==> src/tpq_pkg.sv <==
package tpq_pkg;

    localparam int DEPTH       = 32;
    localparam int MAX_RESULTS = 32;
    localparam int DL_W        = 63;
    localparam int HDL_W       = 16;
    localparam int OCC_W       = 6;
    localparam int KIND_W      = 2;
    localparam int CNT_W       = $clog2(DEPTH + 1);
    localparam int RES_W       = $clog2(MAX_RESULTS + 1);

    // stream payload widths, rounded up to whole bytes
    localparam int S_FIELDS_W = DL_W + HDL_W + DL_W;
    localparam int S_DATA_W   = ((S_FIELDS_W + 7) / 8) * 8;
    localparam int M_FIELDS_W = HDL_W + DL_W + 1 + DL_W + OCC_W;
    localparam int M_DATA_W   = ((M_FIELDS_W + 7) / 8) * 8;

    typedef enum logic [KIND_W-1:0] {
        KIND_EXPIRED = 2'd0,
        KIND_NONE    = 2'd1,
        KIND_ADDED   = 2'd2,
        KIND_FULL    = 2'd3
    } kind_t;

    typedef enum logic {
        ACT_ADD = 1'b0,
        ACT_POP = 1'b1
    } action_t;

    typedef struct packed {
        logic [DL_W-1:0]  deadline;
        logic [HDL_W-1:0] handle;
    } entry_t;

    // per-cell control from the sequencer
    typedef struct packed {
        logic ins;      // insert the new entry in order
        logic pop;      // shift everything one cell toward the head
        logic valid;    // this cell holds a live entry
        logic prev_gt;  // neighbor toward the head is later than the new entry
    } cell_ctrl_t;

endpackage

==> src/tpq_cell.sv <==
module tpq_cell (
    input  logic               aclk,
    input  tpq_pkg::cell_ctrl_t ctrl,
    input  tpq_pkg::entry_t    new_entry,
    input  tpq_pkg::entry_t    left_entry,
    input  tpq_pkg::entry_t    right_entry,
    output tpq_pkg::entry_t    entry,
    output logic               gt
);
    import tpq_pkg::*;

    entry_t entry_reg;
    entry_t entry_next;

    // strictly later: equal deadlines keep insertion order
    assign gt = ctrl.valid && (entry_reg.deadline > new_entry.deadline);

    always_comb begin
        entry_next = entry_reg;
        if (ctrl.pop) begin
            entry_next = right_entry;
        end else if (ctrl.ins) begin
            if (ctrl.prev_gt) begin
                entry_next = left_entry;
            end else if (gt || !ctrl.valid) begin
                // first later cell, or the tail; cells past the tail are don't-care
                entry_next = new_entry;
            end
        end
    end

    always_ff @(posedge aclk) begin
        entry_reg <= entry_next;
    end

    assign entry = entry_reg;

endmodule

==> config.mk <==
export PLATFORM = sky130hd
export DESIGN_NAME = tpq_cell
export DESIGN_NICKNAME = d
export VERILOG_FILES = /design/src/tpq_pkg.sv /design/src/tpq_cell.sv
export SDC_FILE = /design/constraint.sdc
export NUM_CORES = 1
export LEC_CHECK = 0
export ABC_CLOCK_PERIOD_IN_PS = 12200
export BUFFER_PORTS_ARGS = -buffer_cell sky130_fd_sc_hd__clkbuf_2
export CAP_MARGIN = 40
export CORE_MARGIN = 2
export CORE_UTILIZATION = 35
export CTS_BUF_LIST = sky130_fd_sc_hd__clkbuf_2
export DETAILED_ROUTE_END_ITERATION = 8
export PLACE_DENSITY = 0.64
export SLEW_MARGIN = 20
export SYNTH_ARGS = -nofsm -noshare
export SYNTH_HDL_FRONTEND = slang
export SYNTH_SLANG_ARGS = --single-unit
==> constraint.sdc <==
create_clock -name aclk -period 12.2 [get_ports aclk]
set_input_delay 1.83 -clock aclk [delete_from_list [all_inputs] [get_ports aclk]]
set_output_delay 1.83 -clock aclk [all_outputs]
set_load 0.005 [all_outputs]
---- Word-level counts from Yosys, hierarchy flattened ----
Cells that the tools add are included.
cells by class
  muxes and demuxes ....................... 4
  magnitude comparators ................... 1
  reductions and logical operators ........ 6
operators by type and width
  kind                 count
  2-to-1 mux 79 bit    4
  > comparator 63 bit  1
  nonzero test 3 bit   1
  AND reduction 2 bit  1
  nonzero test 2 bit   1
  logical AND 1 bit    1
  zero test 1 bit      1
  logical OR 1 bit     1
storage, ports and cells
  output and inout port bits .............. 80
  word-level logic and storage cells ...... 13
  register bits after elaboration ......... 79

---- Logic depth before layout (Yosys ltp) ----
  depth in word-level cells ............... 7
  depth in mapped cells ................... 8

---- Least setup slack after synthesis ----
Ideal clock, no wire load.
  path type ............................... input -> register
  start ................................... input new_entry[70] (netlist bit)
  end ..................................... register entry_reg, in the netlist entry[0], enable pin
  path slack .............................. 5.118 ns
  setup time .............................. 0.526 ns
  data required time ...................... 11.674 ns
  path buffers ............................ 0
  stages .................................. 8
  arrival time ............................ 6.556 ns
  cells stage by stage .................... inv_1 ha_1 nand4_1 nor4_2 nand3_1 a311oi_2 nor4_1 o21ai_1
between the ends
  longest elaborated chain between the ends .. 5
ends and longest elaborated chain
  item                           RTL line        text
  start: declaration             tpq_cell.sv:4   input tpq_pkg::entry_t new_entry,
  > comparator 63 bit            tpq_cell.sv:16  assign gt = ctrl.valid && (entry_reg.deadline > new_entry.deadline);
  logical AND 1 bit              tpq_cell.sv:16
  logical OR 1 bit               tpq_cell.sv:25  end else if (gt || !ctrl.valid) begin
  nonzero test 3 bit (no line)   --
  AND reduction 2 bit (no line)  --
  end signal: assignment         tpq_cell.sv:33  entry_reg <= entry_next;
  end: declaration               tpq_cell.sv:12  entry_t entry_reg;
Every way passes these cells.
A chain may end at the register's enable or synchronous reset.

---- Worst setup path in the final report ----
  start ................................... input new_entry[61] (netlist bit)
  end ..................................... output gt
between the ends
  longest elaborated chain between the ends .. 2
ends and longest elaborated chain
  item                 RTL line        text
  > comparator 63 bit  tpq_cell.sv:16
  logical AND 1 bit    tpq_cell.sv:16
  end: declaration     tpq_cell.sv:8   output logic gt
Every way passes these cells.

==> results.yml <==
yosys:
  synth_top_family_by_area: "multiplexers"
  yosys_most_used_dff: "edfxtp_1"
  synth_xor_area_share_pct: 0
  synthAdderAreaFrac_pct: 14.1
  yosys.area.top_type: "edfxtp_1"
  synth_fp_nets: 880
  synth_compound_area_share_pct: 12.5
  synth-seq-area-share_pct: 42.5
  synth_simple_gate_area_share_pct: 10.5
  synth-async-reset-ratio_pct: 0
  syn_area_um2: 5580
  yosysWarnings: 0
  synth_edf_count: 79
  yosys.area.top_type_share_pct: 42.5
  ys_top_cells_by_count: "93 x nand2_1, 86 x o21ai_0, 79 x edfxtp_1, 79 x mux2i_1, 64 x inv_1"
  synth.most_common_cell: "nand2_1"
  synth-seq-cells: 79
  syn-instance-count: 575
  synth_cell_types: 28
  synth_mux_area_share_pct: 14.2
  ys_top_cells_by_area: "edfxtp_1 42%, mux2i_1 14%, ha_1 14%"
  syn_area_per_cell_um2: 9.71
floorplanning:
  fp.dieW_um: 130
  die_area_um2: 17000
  initial_core_util_pct: 35.5
  io_pins: 322
  std_cell_rows: 46
  coreArea_um2: 15700
  die_h_um: 130
power_and_ir_drop:
  cellLeakagePower_nw: 4.01
  p_per_area_nw_per_um2: 97.0
  ir_worst_vdd_v: 0.0000580
  power_uw: 732
layout:
  largest_reg_flops: 79
  final_area_um2: 7540
  drive_gt1_share_pct: 38.7
  n_fill_cell: 1562
  fin_cells: 1107
  fin_util_pct: 48.0
  area_delta_synth_final_pct: 35.1
  fin_nets: 1190
critical_path:
  cp_max_fo: 3
  cp-start-kind: "input pin"
  endpoint_kind: "primary output"
  critPathLaunch: "new_entry[61]"
  critical_path_required_ps: 10370
  r2r_start: "entry[74]$_DFFE_PP_"
  cp.arrival_ps: 4040
  critical_path_class: "in2out"
timing:
  fin_ws_ps: 6330
  fmax_mhz: 170
  tightest_slew_ps: 760
  clock-skew-final_ps: 23.9
  hold_viol: 0
  hold_ws_ps: 1520
  period_minus_slack_ps: 5870
  fin_tns_setup_ps: 0
  slew_violations: 0
  setup_violations: 0
  rsz0062_at_grt: "no"
  timing.slew.headroom_pct: 49.3
  post-route-period-util_pct: 48.1
drt:
  drt_pre_antenna_iters: 4
  drc: 0
  ant_nets: 0
  via_per_inst: 4.66
  finalWirelength_mm: 16.5
  initialDrtViolationCount: 172
  dr_total_vias: 5156
  wire_per_inst_um: 14.9
global_routing:
  met2_usage_pct: 34.2
  overflow: 0
  grt_pass1_vias: 4927
  antenna_found_initial: 1
  use_met1_pct: 21.8
  grt_max_degree: 82
  grt_pass1_wl_mm: 24.5
  grt_use_total_pct: 19.1
  met3_usage_pct: 4.88
  top_usage_layer: "met2"
cts:
  clock_latency_ps: 560
  post_cts_resized: 0
  clk_path_buf_depth: 2
  tritoncts: "built"
  htreeDepth: 3
  cts_buffers: 9
  clock-root-buffer: "clkbuf_2"
  cts_setup_buffers: 0
  cts_hold_buf: 0
  clock_sinks: 79
  path_clk_slew_ps: 240
place:
  placed_cell_area_um2: 7400
  gp_congestion: 0.801
  dp_slack_ps: 6350
  dp_cells: 1090
  portBuffers: 321
  hpwl_mm: 13.4
status:
  status: "complete, no violations"
worst_hold_path:
  hp-start: "right_entry[11]"
  holdCritPathClass: "in2reg"
flow_run:
  cap_violations: 0
-- layer usage --
metal  vias to the layer above  share of wire, %  wire length [um]
li1                       2688                 -                 -
met1                      2263                41              6720
met2                       187                50              8250
met3                        18               7.5              1250
met4                         0               1.8               298
met5                         -                 0                 0
-- layout by cell type, fill, tap and decap left out, types with 4 or more instances in the layout --
cell and n:
clkbuf_2 328, nand2_1 93, o21ai_0 86, mux2i_1 79
edfxtp_1 79, inv_1 64, ha_1 63, a21oi_1 25
nand4_1 14, nand3_1 11, nor2_1 7, buf_4 6
a211oi_1 5, a21o_1 4
-- path summary, 6_finish.rpt --
kind / to / slack (ps) / cells after the start
max: gt / 6330 / 10
min: entry[11]$_DFFE_PP_ / 1520 / 3
max reg2reg: entry[54]$_DFFE_PP_ / 9170 / 8
min reg2reg: entry[17]$_DFFE_PP_ / 1610 / 6
-- worst max-delay path, stage by stage --
cell	delay (ps)
clkbuf_2	110
inv_1	50
ha_1	320
nand4_1	170
nor3_1	100
a221o_1	320
o31a_1	280
nor4_1	590
nor3b_1	120
clkbuf_2	150
-- layout make-up --
| cell class | count | area (um^2) | area share, % |
|---|---|---|---|
| antenna | 1 | 2.50 | 0.0332 |
| clock buffer | 9 | 45.0 | 0.597 |
| clock inverter | 7 | 96.3 | 1.28 |
| inverter | 64 | 240 | 3.18 |
| multi-input combinational | 406 | 2880 | 38.1 |
| sequential | 79 | 2370 | 31.4 |
| tap | 216 | 270 | 3.58 |
| timing repair buffer | 325 | 1640 | 21.8 |
-- power by group --
part	internal (mW)	switching [mW]
Combinational	0.0984	0.110
Sequential	0.338	0.0159
Clock	0.0677	0.101
-- kinds of logic (layout without fill, tap and decap cells) --
logic type / after synthesis / in the layout
adder cells (fa/ha/maj): 63 / 63
multiplexers: 79 / 79
other: 0 / 1
AO/OA/AOI/OAI: 129 / 129
AND/OR/NAND/NOR: 135 / 135
buffers and inverters: 90 / 405
flip-flops: 79 / 79
Note: power is estimated with default switching activity, not from simulation.
